--- src/hdl/assert_macros.svh ---
// Assertion helpers for clocked properties.
`ifndef ASSERT_MACROS_SVH
`define ASSERT_MACROS_SVH

// Checked on every rising edge, skipped while reset is low.
`define ASSERT_CLK_RST(label, clk, rst_n, prop, msg) \
    label: assert property (@(posedge clk) disable iff (!(rst_n)) (prop)) else $error(msg);

// Checked on every rising edge, reset included.
`define ASSERT_CLK(label, clk, prop, msg) \
    label: assert property (@(posedge clk) (prop)) else $error(msg);

`endif

--- src/hdl/tod_pkg.sv ---
`default_nettype none

package tod_pkg;

    localparam int unsigned TENTHS_W  = 4;
    localparam int unsigned SECONDS_W = 7;
    localparam int unsigned MINUTES_W = 7;
    localparam int unsigned HOURS_W   = 8;
    localparam int unsigned PRESC_W   = 3;

    localparam int unsigned TIME_W    = TENTHS_W + SECONDS_W + MINUTES_W + HOURS_W;
    localparam int unsigned TDATA_W   = ((TIME_W + 7) / 8) * 8;
    localparam int unsigned APB_DW    = 32;
    localparam int unsigned APB_AW    = 5;

    // operation codes carried in tuser on the slave side
    localparam logic OP_TICK = 1'b0;
    localparam logic OP_LOAD = 1'b1;

    // register indexes (byte address / 4)
    localparam logic [2:0] REG_FIFTY_HZ  = 3'd0;
    localparam logic [2:0] REG_RUN       = 3'd1;
    localparam logic [2:0] REG_AL_TENTHS = 3'd2;
    localparam logic [2:0] REG_AL_SEC    = 3'd3;
    localparam logic [2:0] REG_AL_MIN    = 3'd4;
    localparam logic [2:0] REG_AL_HOURS  = 3'd5;

    localparam logic [HOURS_W-1:0]   HOURS_RESET  = 8'h01;
    localparam logic [PRESC_W-1:0]   LIMIT_50HZ   = 3'd4;
    localparam logic [PRESC_W-1:0]   LIMIT_60HZ   = 3'd5;
    localparam logic [TENTHS_W-1:0]  DIGIT_TEN    = 4'd10;
    localparam logic [2:0]           TENS_SIXTY   = 3'd6;
    localparam logic [4:0]           HOURS_THIRTEEN = 5'h13;
    localparam logic [4:0]           HOURS_TWELVE   = 5'h12;

    typedef struct packed {
        logic [HOURS_W-1:0]   hours;
        logic [MINUTES_W-1:0] minutes;
        logic [SECONDS_W-1:0] seconds;
        logic [TENTHS_W-1:0]  tenths;
    } t_time;

    typedef struct packed {
        logic [PRESC_W-1:0] prescale;
        t_time              tod;
    } t_state;

    typedef struct packed {
        logic  operation;
        t_time set;
    } t_item;

    typedef struct packed {
        logic                 fifty_hz;
        logic                 run;
        logic [TENTHS_W-1:0]  al_tenths;
        logic [SECONDS_W-1:0] al_seconds;
        logic [MINUTES_W-1:0] al_minutes;
        logic [HOURS_W-1:0]   al_hours;
    } t_cfg;

endpackage

`default_nettype wire

--- src/hdl/bcd_time_of_day_clock_core.sv ---
// Channel   | Dir | Handshake               | Payload
// s_axis    | in  | tvalid/tready           | tdata time to load, tuser operation
// m_axis    | out | tvalid/tready           | tdata time after beat, tuser alarm match
// apb       | in  | psel/penable/pwrite     | six registers at 4*index
//
// An input beat passes the input register, then goes through the step logic into
// the time/result register.
// One beat per cycle sustained while m_axis_tready is high; the time registers feed the next beat directly.
// A stalled result holds the step stage, which fills and then drops s_axis_tready.
// Synchronous reset: time 1 AM, prescaler 0, registers 0, both stages empty.
`default_nettype none
`include "assert_macros.svh"

module bcd_time_of_day_clock_core
    import tod_pkg::*;
(
    input  wire logic               i_clk,
    input  wire logic               i_rst_n,
    input  wire logic               s_axis_tvalid,
    output logic                    s_axis_tready,
    // [3:0] set_tenths, [10:4] set_seconds, [17:11] set_minutes, [25:18] set_hours
    input  wire logic [TDATA_W-1:0] s_axis_tdata,
    // [0] operation
    input  wire logic [0:0]         s_axis_tuser,
    output logic                    m_axis_tvalid,
    input  wire logic               m_axis_tready,
    // [3:0] time_tenths, [10:4] time_seconds, [17:11] time_minutes, [25:18] time_hours
    output logic      [TDATA_W-1:0] m_axis_tdata,
    // [0] alarm_match
    output logic      [0:0]         m_axis_tuser,
    input  wire logic               psel,
    input  wire logic               penable,
    input  wire logic               pwrite,
    input  wire logic [APB_AW-1:0]  paddr,
    input  wire logic [APB_DW-1:0]  pwdata,
    output logic      [APB_DW-1:0]  prdata,
    output logic                    pready
);

    t_cfg   w_cfg;
    t_item  r_item;
    logic   r_in_valid;
    t_state r_state;
    t_state w_next;
    logic   w_match;
    logic   r_out_valid;
    logic   r_out_match;
    logic   w_adv;
    logic   w_in_take;

    tod_cfg u_cfg (
        .i_clk   (i_clk),
        .i_rst_n (i_rst_n),
        .psel    (psel),
        .penable (penable),
        .pwrite  (pwrite),
        .paddr   (paddr),
        .pwdata  (pwdata),
        .prdata  (prdata),
        .pready  (pready),
        .o_cfg   (w_cfg)
    );

    tod_step u_step (
        .i_cfg   (w_cfg),
        .i_item  (r_item),
        .i_state (r_state),
        .o_state (w_next),
        .o_match (w_match)
    );

    // the step stage moves when the result slot is free or being drained
    assign w_adv         = r_in_valid && (!r_out_valid || m_axis_tready);
    assign s_axis_tready = !r_in_valid || w_adv;
    assign w_in_take     = s_axis_tvalid && s_axis_tready;

    always_ff @(posedge i_clk) begin
        if (!i_rst_n) begin
            r_in_valid <= 1'b0;
        end else if (s_axis_tready) begin
            r_in_valid <= s_axis_tvalid;
        end
    end

    always_ff @(posedge i_clk) begin
        if (w_in_take) begin
            r_item.operation <= s_axis_tuser[0];
            r_item.set       <= s_axis_tdata[TIME_W-1:0];
        end
    end

    always_ff @(posedge i_clk) begin
        if (!i_rst_n) begin
            r_out_valid         <= 1'b0;
            r_out_match         <= 1'b0;
            r_state.prescale    <= '0;
            r_state.tod.tenths  <= '0;
            r_state.tod.seconds <= '0;
            r_state.tod.minutes <= '0;
            r_state.tod.hours   <= HOURS_RESET;
        end else begin
            if (w_adv) begin
                r_out_valid <= 1'b1;
                r_out_match <= w_match;
                r_state     <= w_next;
            end else if (m_axis_tready) begin
                r_out_valid <= 1'b0;
            end
        end
    end

    // the live time is the result payload
    assign m_axis_tvalid   = r_out_valid;
    assign m_axis_tdata    = {{(TDATA_W-TIME_W){1'b0}}, r_state.tod};
    assign m_axis_tuser[0] = r_out_match;

    `ASSERT_CLK_RST(a_stall_holds_time, i_clk, i_rst_n,
        (r_out_valid && !m_axis_tready) |=> $stable(r_state), "time moved under stall")
    `ASSERT_CLK_RST(a_load_no_match, i_clk, i_rst_n,
        (w_adv && r_item.operation == OP_LOAD) |=> !r_out_match, "match on load")
    `ASSERT_CLK_RST(a_load_sets_time, i_clk, i_rst_n,
        (w_adv && r_item.operation == OP_LOAD) |=> (r_state.tod == $past(r_item.set)),
        "load did not set time")
    `ASSERT_CLK(a_ready_when_empty, i_clk,
        !s_axis_tready |-> r_in_valid, "stalled with empty input stage")

endmodule

`default_nettype wire

--- src/hdl/tod_cfg.sv ---
`default_nettype none

module tod_cfg
    import tod_pkg::*;
(
    input  wire logic              i_clk,
    input  wire logic              i_rst_n,
    input  wire logic              psel,
    input  wire logic              penable,
    input  wire logic              pwrite,
    input  wire logic [APB_AW-1:0] paddr,
    input  wire logic [APB_DW-1:0] pwdata,
    output logic      [APB_DW-1:0] prdata,
    output logic                   pready,
    output t_cfg                   o_cfg
);

    t_cfg       r_cfg;
    t_cfg       n_cfg;
    logic [2:0] w_idx;
    logic       w_wr;

    assign w_idx  = paddr[APB_AW-1:2];
    assign pready = 1'b1;
    assign w_wr   = psel && penable && pwrite;

    always_comb begin
        n_cfg = r_cfg;
        if (w_wr) begin
            unique case (w_idx)
                REG_FIFTY_HZ:  n_cfg.fifty_hz   = pwdata[0];
                REG_RUN:       n_cfg.run        = pwdata[0];
                REG_AL_TENTHS: n_cfg.al_tenths  = pwdata[TENTHS_W-1:0];
                REG_AL_SEC:    n_cfg.al_seconds = pwdata[SECONDS_W-1:0];
                REG_AL_MIN:    n_cfg.al_minutes = pwdata[MINUTES_W-1:0];
                REG_AL_HOURS:  n_cfg.al_hours   = pwdata[HOURS_W-1:0];
                default:       n_cfg = r_cfg;
            endcase
        end
    end

    always_ff @(posedge i_clk) begin
        if (!i_rst_n) begin
            r_cfg <= '0;
        end else begin
            r_cfg <= n_cfg;
        end
    end

    always_comb begin
        unique case (w_idx)
            REG_FIFTY_HZ:  prdata = {{(APB_DW-1){1'b0}}, r_cfg.fifty_hz};
            REG_RUN:       prdata = {{(APB_DW-1){1'b0}}, r_cfg.run};
            REG_AL_TENTHS: prdata = {{(APB_DW-TENTHS_W){1'b0}}, r_cfg.al_tenths};
            REG_AL_SEC:    prdata = {{(APB_DW-SECONDS_W){1'b0}}, r_cfg.al_seconds};
            REG_AL_MIN:    prdata = {{(APB_DW-MINUTES_W){1'b0}}, r_cfg.al_minutes};
            REG_AL_HOURS:  prdata = {{(APB_DW-HOURS_W){1'b0}}, r_cfg.al_hours};
            default:       prdata = '0;
        endcase
    end

    assign o_cfg = r_cfg;

endmodule

`default_nettype wire

--- src/hdl/tod_step.sv ---
`default_nettype none

module tod_step
    import tod_pkg::*;
(
    input  wire t_cfg   i_cfg,
    input  wire t_item  i_item,
    input  wire t_state i_state,
    output t_state      o_state,
    output logic        o_match
);

    // returns {carry, field}; units wrap from ten to zero with a tens carry, tens of six wraps to zero
    function automatic logic [7:0] bump_sixty(input logic [6:0] field);
        logic [3:0] units;
        logic [2:0] tens;
        units = field[3:0] + 4'd1;
        tens  = field[6:4];
        if (units == DIGIT_TEN) begin
            units = '0;
            tens  = tens + 3'd1;
        end
        if (tens == TENS_SIXTY) begin
            bump_sixty = {1'b1, 7'd0};
        end else begin
            bump_sixty = {1'b0, tens, units};
        end
    endfunction

    function automatic logic [7:0] bump_hours(input logic [7:0] hrs);
        logic [3:0] units;
        logic       tens;
        logic [7:0] h;
        units = hrs[3:0] + 4'd1;
        tens  = hrs[4];
        if (!tens && units == DIGIT_TEN) begin
            units = '0;
            tens  = 1'b1;
        end
        h = {hrs[7], 2'b00, tens, units};
        if (h[4:0] == HOURS_THIRTEEN) begin
            h = {hrs[7], 7'd1};
        end else if (h[4:0] == HOURS_TWELVE) begin
            h[7] = ~h[7];
        end
        bump_hours = h;
    endfunction

    logic [PRESC_W-1:0] w_limit;
    logic [PRESC_W:0]   w_pre_inc;
    logic [7:0]         w_sec;
    logic [7:0]         w_min;
    logic [7:0]         w_hrs;
    logic [3:0]         w_tenths_inc;

    assign w_limit      = i_cfg.fifty_hz ? LIMIT_50HZ : LIMIT_60HZ;
    assign w_pre_inc    = {1'b0, i_state.prescale} + 4'd1;
    assign w_tenths_inc = i_state.tod.tenths + 4'd1;
    assign w_sec        = bump_sixty(i_state.tod.seconds);
    assign w_min        = bump_sixty(i_state.tod.minutes);
    assign w_hrs        = bump_hours(i_state.tod.hours);

    always_comb begin
        o_state = i_state;
        o_match = 1'b0;
        if (i_item.operation == OP_LOAD) begin
            o_state.tod = i_item.set;
        end else if (i_cfg.run) begin
            if (i_state.prescale != w_limit) begin
                // a count left high by a rate change wraps past five
                o_state.prescale = (w_pre_inc > 4'd5) ? '0 : w_pre_inc[PRESC_W-1:0];
            end else begin
                o_state.prescale   = '0;
                o_state.tod.tenths = w_tenths_inc;
                if (w_tenths_inc == DIGIT_TEN) begin
                    o_state.tod.tenths  = '0;
                    o_state.tod.seconds = w_sec[6:0];
                    if (w_sec[7]) begin
                        o_state.tod.minutes = w_min[6:0];
                        if (w_min[7]) begin
                            o_state.tod.hours = w_hrs;
                        end
                    end
                end
                o_match = (o_state.tod.tenths  == i_cfg.al_tenths)  &&
                          (o_state.tod.seconds == i_cfg.al_seconds) &&
                          (o_state.tod.minutes == i_cfg.al_minutes) &&
                          (o_state.tod.hours   == i_cfg.al_hours);
            end
        end
    end

endmodule

`default_nettype wire
--- config.mk ---
export PLATFORM = sky130hd
export DESIGN_NAME = bcd_time_of_day_clock_core
export DESIGN_NICKNAME = d
export VERILOG_FILES = /design/src/hdl/tod_pkg.sv /design/src/hdl/bcd_time_of_day_clock_core.sv /design/src/hdl/tod_cfg.sv /design/src/hdl/tod_step.sv
export VERILOG_INCLUDE_DIRS = /design/src /design/src/hdl
export SDC_FILE = /design/constraint.sdc
export NUM_CORES = 1
export LEC_CHECK = 0
export BUFFER_PORTS_ARGS = -buffer_cell sky130_fd_sc_hd__clkbuf_2
export CAP_MARGIN = 5
export CELL_PAD_IN_SITES_DETAIL_PLACEMENT = 0
export CELL_PAD_IN_SITES_GLOBAL_PLACEMENT = 2
export CORE_MARGIN = 4
export CORE_UTILIZATION = 32
export DETAILED_ROUTE_END_ITERATION = 16
export PLACE_DENSITY_LB_ADDON = 0.1
export SYNTH_ARGS = -nofsm -noshare
export SYNTH_HDL_FRONTEND = slang
export SYNTH_SLANG_ARGS = --single-unit
--- constraint.sdc ---
create_clock -name i_clk -period 3.5 [get_ports i_clk]
set_clock_uncertainty 0.2 [all_clocks]
set_input_delay 0.525 -clock i_clk [delete_from_list [all_inputs] [get_ports i_clk]]
set_output_delay 0.525 -clock i_clk [all_outputs]
set_load 0.005 [all_outputs]
**After elaboration in Yosys (flattened, before gate mapping)**

Cells that the tools add are included.

- Flip-flop bits (word level): 87
- Bits of input ports: 77
- Output and inout port bits: 68
- Word-level logic and storage cells: 101

- $add $sub $neg: 7
- Order comparisons: 1
- Eq/ne operators: 19
- Mux-type cells: 29
- Bitwise operators: 2
- Reductions and logical operators: 24

Operators by type and width:

| kind | number |
|---|---|
| $mux 26 | 7 |
| $pmux 8 s6 | 1 |
| $mux 8 | 3 |
| $add 4x1->4 const B | 4 |
| $eq 4x4->1 const B | 4 |
| $mux 15 | 1 |
| $eq 7x7->1 | 2 |
| $eq 3x3->1 const B | 4 |
| $mux 3 | 4 |
| $mux 4 | 3 |
| $reduce_and 2->1 | 6 |
| $eq 5x5->1 const B | 2 |
| $mux 1 | 9 |
| $eq 8x8->1 | 1 |
| $logic_and 1x1->1 | 8 |
| $add 3x1->3 const B | 2 |
| $eq 3x2->1 const B | 2 |
| $reduce_and 3->1 | 2 |
| $mux 5 | 1 |
| $add 3x1->4 const B | 1 |
| $eq 4x4->1 | 1 |
| $gt 4x3->1 const B | 1 |
| $reduce_bool 2->1 | 2 |
| $eq 3x1->1 const B | 1 |
| other kinds (6) | 10 |

**Longest topological paths before layout**

- Depth in word-level cells: 20
- Gate-level depth with buffers: 13
- Gate-level depth less buffers: 10

**Cells and area by module**

Synthesis repeated with hierarchy kept, for this count alone.

- Cell total of the unflattened synthesis: 718
- Area, all modules: 6127.1 um^2

Modules (own cells, without submodules):

| module | times used | cells an instance | area each (um^2) | seq. area each (um^2) |
|---|---|---|---|---|
| bcd_time_of_day_clock_core | 1 | 200 | 2341.0 | 1451.4 |
| tod_step | 1 | 358 | 2272.2 | 0.0 |
| tod_cfg | 1 | 160 | 1514.0 | 560.5 |

**Least setup slack after synthesis**

No wires, ideal clock.

- Kind: register to register
- Start: register r_state (netlist bit m_axis_tdata[4])
- End: register r_out_match (netlist: m_axis_tuser)
- Setup time: 69 ps
- Arrival time: 2745 ps
- Data required time: 3231 ps
- Setup slack: 487 ps
- Cell stages (with the launch flop): 13
- Buffers on the path: 3
- Period minus slack after synthesis: 3013 ps
- Path through: dfxtp_1 ha_1 buf_2 inv_1 nand4b_1 a21o_1 buf_6 a221o_1 buf_6 a221oi_2 nand4_1 or4_1 o21ai_1

- Longest elaborated chain between the ends: 16

RTL lines:

| what | RTL line | source |
|---|---|---|
| start, declared | bcd_time_of_day_clock_core.sv:43 | `t_state r_state;` |
| start signal, assigned | bcd_time_of_day_clock_core.sv:105 | `r_state <= w_next;` |
| $add 4x1->4 | tod_step.sv:17 | `units = field[3:0] + 4'd1;` |
| $eq 4x4->1 | tod_step.sv:19 | `if (units == DIGIT_TEN) begin` |
| $mux 3 | tod_step.sv:19 |  |
| $eq 3x3->1 | tod_step.sv:23 | `if (tens == TENS_SIXTY) begin` |
| $mux 8 | tod_step.sv:23 |  |
| $mux 15 / $mux 26 (equally long branches) | tod_step.sv:78, tod_step.sv:75 |  |
| $mux 26 * | tod_step.sv:75 | `if (w_tenths_inc == DIGIT_TEN) begin` |
| $mux 26 * | tod_step.sv:69 | `if (i_state.prescale != w_limit) begin` |
| $mux 26 * | tod_step.sv:68 | `end else if (i_cfg.run) begin` |
| $mux 26 * | tod_step.sv:66 | `if (i_item.operation == OP_LOAD) begin` |
| $eq 7x7->1 / $logic_and 1x1->1 (equally long branches) | tod_step.sv:87, tod_step.sv:85 |  |
| $logic_and 1x1->1 | tod_step.sv:86 | `(o_state.tod.seconds == i_cfg.al_seconds) &&` |
| $logic_and 1x1->1 * | tod_step.sv:87 | `(o_state.tod.minutes == i_cfg.al_minutes) &&` |
| $mux 1 * | tod_step.sv:69 |  |
| $mux 1 * | tod_step.sv:68 |  |
| $mux 1 * | tod_step.sv:66 |  |
| end signal, assigned | bcd_time_of_day_clock_core.sv:104 | `r_out_match <= w_match;` |
| end, declared | bcd_time_of_day_clock_core.sv:47 | `logic r_out_match;` |

Every way passes the cells marked *; elsewhere a longest branch is shown, timed or not. The select of a mux whose other input is x is not followed.
A chain may end at the register's enable or synchronous reset.

**Worst setup path after layout**

Same ends and word-level chain as after synthesis.

==> qor.yml <==
cells_and_area:
  nets: 820
  antenna_cells: 0
  syn2layout_area_growth_pct: 13.9
  fill_cells: 1881
  final_layout_size_suffix_gt1_share_pct: 20.2
detailed_routing:
  post_dr_vias_cell: 5.09
  drt_drc_violations_left: 0
  drtPass1Iterations: 4
  num_vias: 4915
  wl_per_cell_um: 18.4
  detail_route.iter0.violations: 255
  detail-route-antenna-nets: 0
  totalWireLength_mm: 17.7
synth:
  share_of_yosys_cell_area_claimed_by_the_top_area_cell_type_pct: 20.7
  synth.most_common_cell: "sky130_fd_sc_hd__dfxtp_1"
  yosys_most_used_dff: "sky130_fd_sc_hd__dfxtp_1"
  synth_area_per_cell_um2: 8.75
  syn-instance-count: 664
  most_numerous_cell_types_in_the_synthesized_netlist: "sky130_fd_sc_hd__dfxtp_1 (60), sky130_fd_sc_hd__buf_4 (58), sky130_fd_sc_hd__nand2_1 (52)"
  synth_warnings: 0
  netlist.top_cell.by_area: "sky130_fd_sc_hd__dfxtp_1"
  postSynth.asyncResetShare_pct: 0
  number_of_flops_mapped_to_enable_cells_by_yosys: 27
  netlist-cell-type-count: 76
  ys_seq_area_share_pct: 34.6
  synth_top_cells_by_area: "sky130_fd_sc_hd__dfxtp_1 (21%), sky130_fd_sc_hd__edfxtp_1 (14%), sky130_fd_sc_hd__buf_4 (7.5%), sky130_fd_sc_hd__mux2i_1 (7.4%), sky130_fd_sc_hd__nor2b_1 (4.3%)"
  netlist_area_mm2: 0.00581
  ys_seq_elements: 87
grt:
  global_route.usage.met3_pct: 3.01
  grt.total_usage_pct: 17.5
  groute.layer.met2.usage_pct: 29.0
  number_of_antenna_violations_at_the_first_check_in_global_routing: 0
  grt_most_used_layer: "met2"
  grt_first_pass_wirelength_mm: 27.5
  grt_max_degree: 57
  grt_pass1_vias: 4674
  groute.layer.met1.usage_pct: 23.9
  grt-ovfl-total: 0
critical_path:
  rr_worst_depth: 13
  cp_max_fo: 8
  critical-path-max-stage-delay_ns: 0.55
  number_of_gates_on_the_worst_path_with_buffers_counted: 13
  data_arrival_time_of_the_critical_path_ns: 3.37
  setup.worst_path.start_class: "flop"
  cp.buffers_inverters: 4
  crit_family: "compound AO/OA/AOI/OAI gates"
  cpMostUsedCell: "sky130_fd_sc_hd__buf_4"
  worst-endpoint-required_ns: 3.58
  critPathSlowestCell: "sky130_fd_sc_hd__or4_1"
  timing_worst_setup_path_type: "flop to flop"
  worstSetupEndpointType: "flop"
  timing.critical_path.cells: "buf_4, and3b_1, o2111ai_2, a21o_1, buf_4, a21oi_1, buf_4, mux2i_1, buf_4, xor2_1, o21ai_0, or4_1, o21ai_1"
floorplan:
  core_mm2: 0.0179
  rows: 49
  design.portCount: 145
  dieArea_mm2: 0.0204
  die_x_um: 143
  die_h_um: 143
  initial_core_util_pct: 32.5
clocking:
  clock-sinks: 87
  numCtsBuffers: 9
  clock_tree_from_tritoncts: "built"
  cts_root_buffer: "sky130_fd_sc_hd__clkbuf_16"
  clock_latency_ns: 0.35
  cts_buffer_depth: 2
  cts_max_level: 3
  cts_hold_buffers: 0
  clk_pin_slew_worst_paths_ns: 0.07
place:
  place_ws_ns: 0.208
  io_buffer_count: 81
  place.detailed.hpwl_mm: 13.2
  place.gp.congestion: 0.843
sta:
  grt_setup_unrepaired: "no"
  fin_crit_sh_pct: 93.9
  final_max_slew_viol_count: 0
  max_freq_mhz: 304
  worst_slack_ns: 0.215
  fin_tns_setup_ns: 0
  relSlewSlack_pct: 41.9
  final_period_minus_worst_setup_slack_ns: 3.29
  setup_viol_count_final: 0
  hold_viol_final: 0
  worst_pin_slew_ns: 0.865
job:
  max_cap_violations: 0
worst_hold_path:
  holdCritPathClass: "input port to flop"
  hold_path_depth: 1
outcome:
  status: "completed"
power_and_ir_drop:
  static-leakage-power_nw: 2.82
  vdd_drop_max_mv: 0.307
  power_per_cell_area_mw_per_mm2: 355
[flip-flops by register name, summed over array words and instances (netlist names)]
name,count
m_axis_tdata,26
m_axis_tuser,1
m_axis_tvalid,1
r_in_valid,1
r_item,27
r_state,3
u_cfg.o_cfg,28
[metal layers]
layer	up-vias	part of all wire [%]
li1	2446	-
met1	2324	47
met2	136	47
met3	9	5.0
met4	0	0.94
met5	-	0
[path summary, 6_finish.rpt]
path | slack (ns) | start | endpoint
setup reg to reg | 0.21 | m_axis_tdata[4] | m_axis_tuser
hold reg to reg | 0.34 | m_axis_tuser | m_axis_tuser
hold / removal | 0.14 | s_axis_tdata[11] | r_item[11]
setup / recovery | 0.21 | m_axis_tdata[4] | m_axis_tuser
[report_power, final]
group	internal [W]	switching, W
clock	0.000564	0.000453
combinational	0.0000952	0.000137
sequential	0.00107	0.0000298
total	0.00173	0.000620
[final cells by class]
| cell class | count | area, µm² | area share (%) |
|---|---|---|---|
| clock buffers | 9 | 225 | 3.40 |
| repair buffers | 118 | 683 | 10.3 |
| flip-flops and latches | 87 | 2010 | 30.4 |
| multi-input cells | 492 | 3240 | 49.0 |
| well taps | 229 | 287 | 4.33 |
| inverters | 23 | 86.3 | 1.30 |
| clock inverters | 7 | 77.6 | 1.17 |
[cells by family after synthesis]
| family | count (synthesis) | synth area share, % |
|---|---|---|
| DFF | 87 | 34.6 |
| adders and majority gates | 12 | 2.58 |
| xor gates and xnor gates | 31 | 4.67 |
| other | 2 | 0.129 |
| and+or+nand+nor | 212 | 19.5 |
| muxes | 43 | 7.41 |
| AOI/OAI and AO/OA | 163 | 19.6 |
| buffers and inverters | 114 | 11.4 |
[placed cells by master (no fill, tap or decap), types with 11 or more instances in the layout]
cell type                  count
sky130_fd_sc_hd__a21oi_1      37
sky130_fd_sc_hd__a31oi_1      11
sky130_fd_sc_hd__buf_4        37
sky130_fd_sc_hd__clkbuf_2     81
sky130_fd_sc_hd__conb_1       31
sky130_fd_sc_hd__dfxtp_1      59
sky130_fd_sc_hd__edfxtp_1     27
sky130_fd_sc_hd__ha_1         12
sky130_fd_sc_hd__inv_1        23
sky130_fd_sc_hd__mux2i_1      43
sky130_fd_sc_hd__nand2_1      52
sky130_fd_sc_hd__nand3_1      15
sky130_fd_sc_hd__nor2_1       36
sky130_fd_sc_hd__nor2b_1      40
sky130_fd_sc_hd__nor3_1       11
sky130_fd_sc_hd__o21ai_0      36
sky130_fd_sc_hd__xnor2_1      16
sky130_fd_sc_hd__xor2_1       15
[metrics by stage]
stage                     std cells  utilization [%]  power, W  instance area [µm²]  hold WS [ns]
after detailed placement        948             35.2   0.00136                 6300         0.309
after floorplan                 693                -   0.00129                 5920         0.253
after CTS                       964             36.9   0.00239                 6610         0.127
final                           965             37.0   0.00235                 6620         0.140
after global routing            965             37.0   0.00245                 6620         0.128
after global placement          948             35.2   0.00136                 6300         0.297
[timing repair]
item / CTS / global route
setup buffers: 0 / 1
endpoints found under the setup margin: 0 / 1
gates resized for setup: 0 / 1
Power figures use the tool's default switching activity.
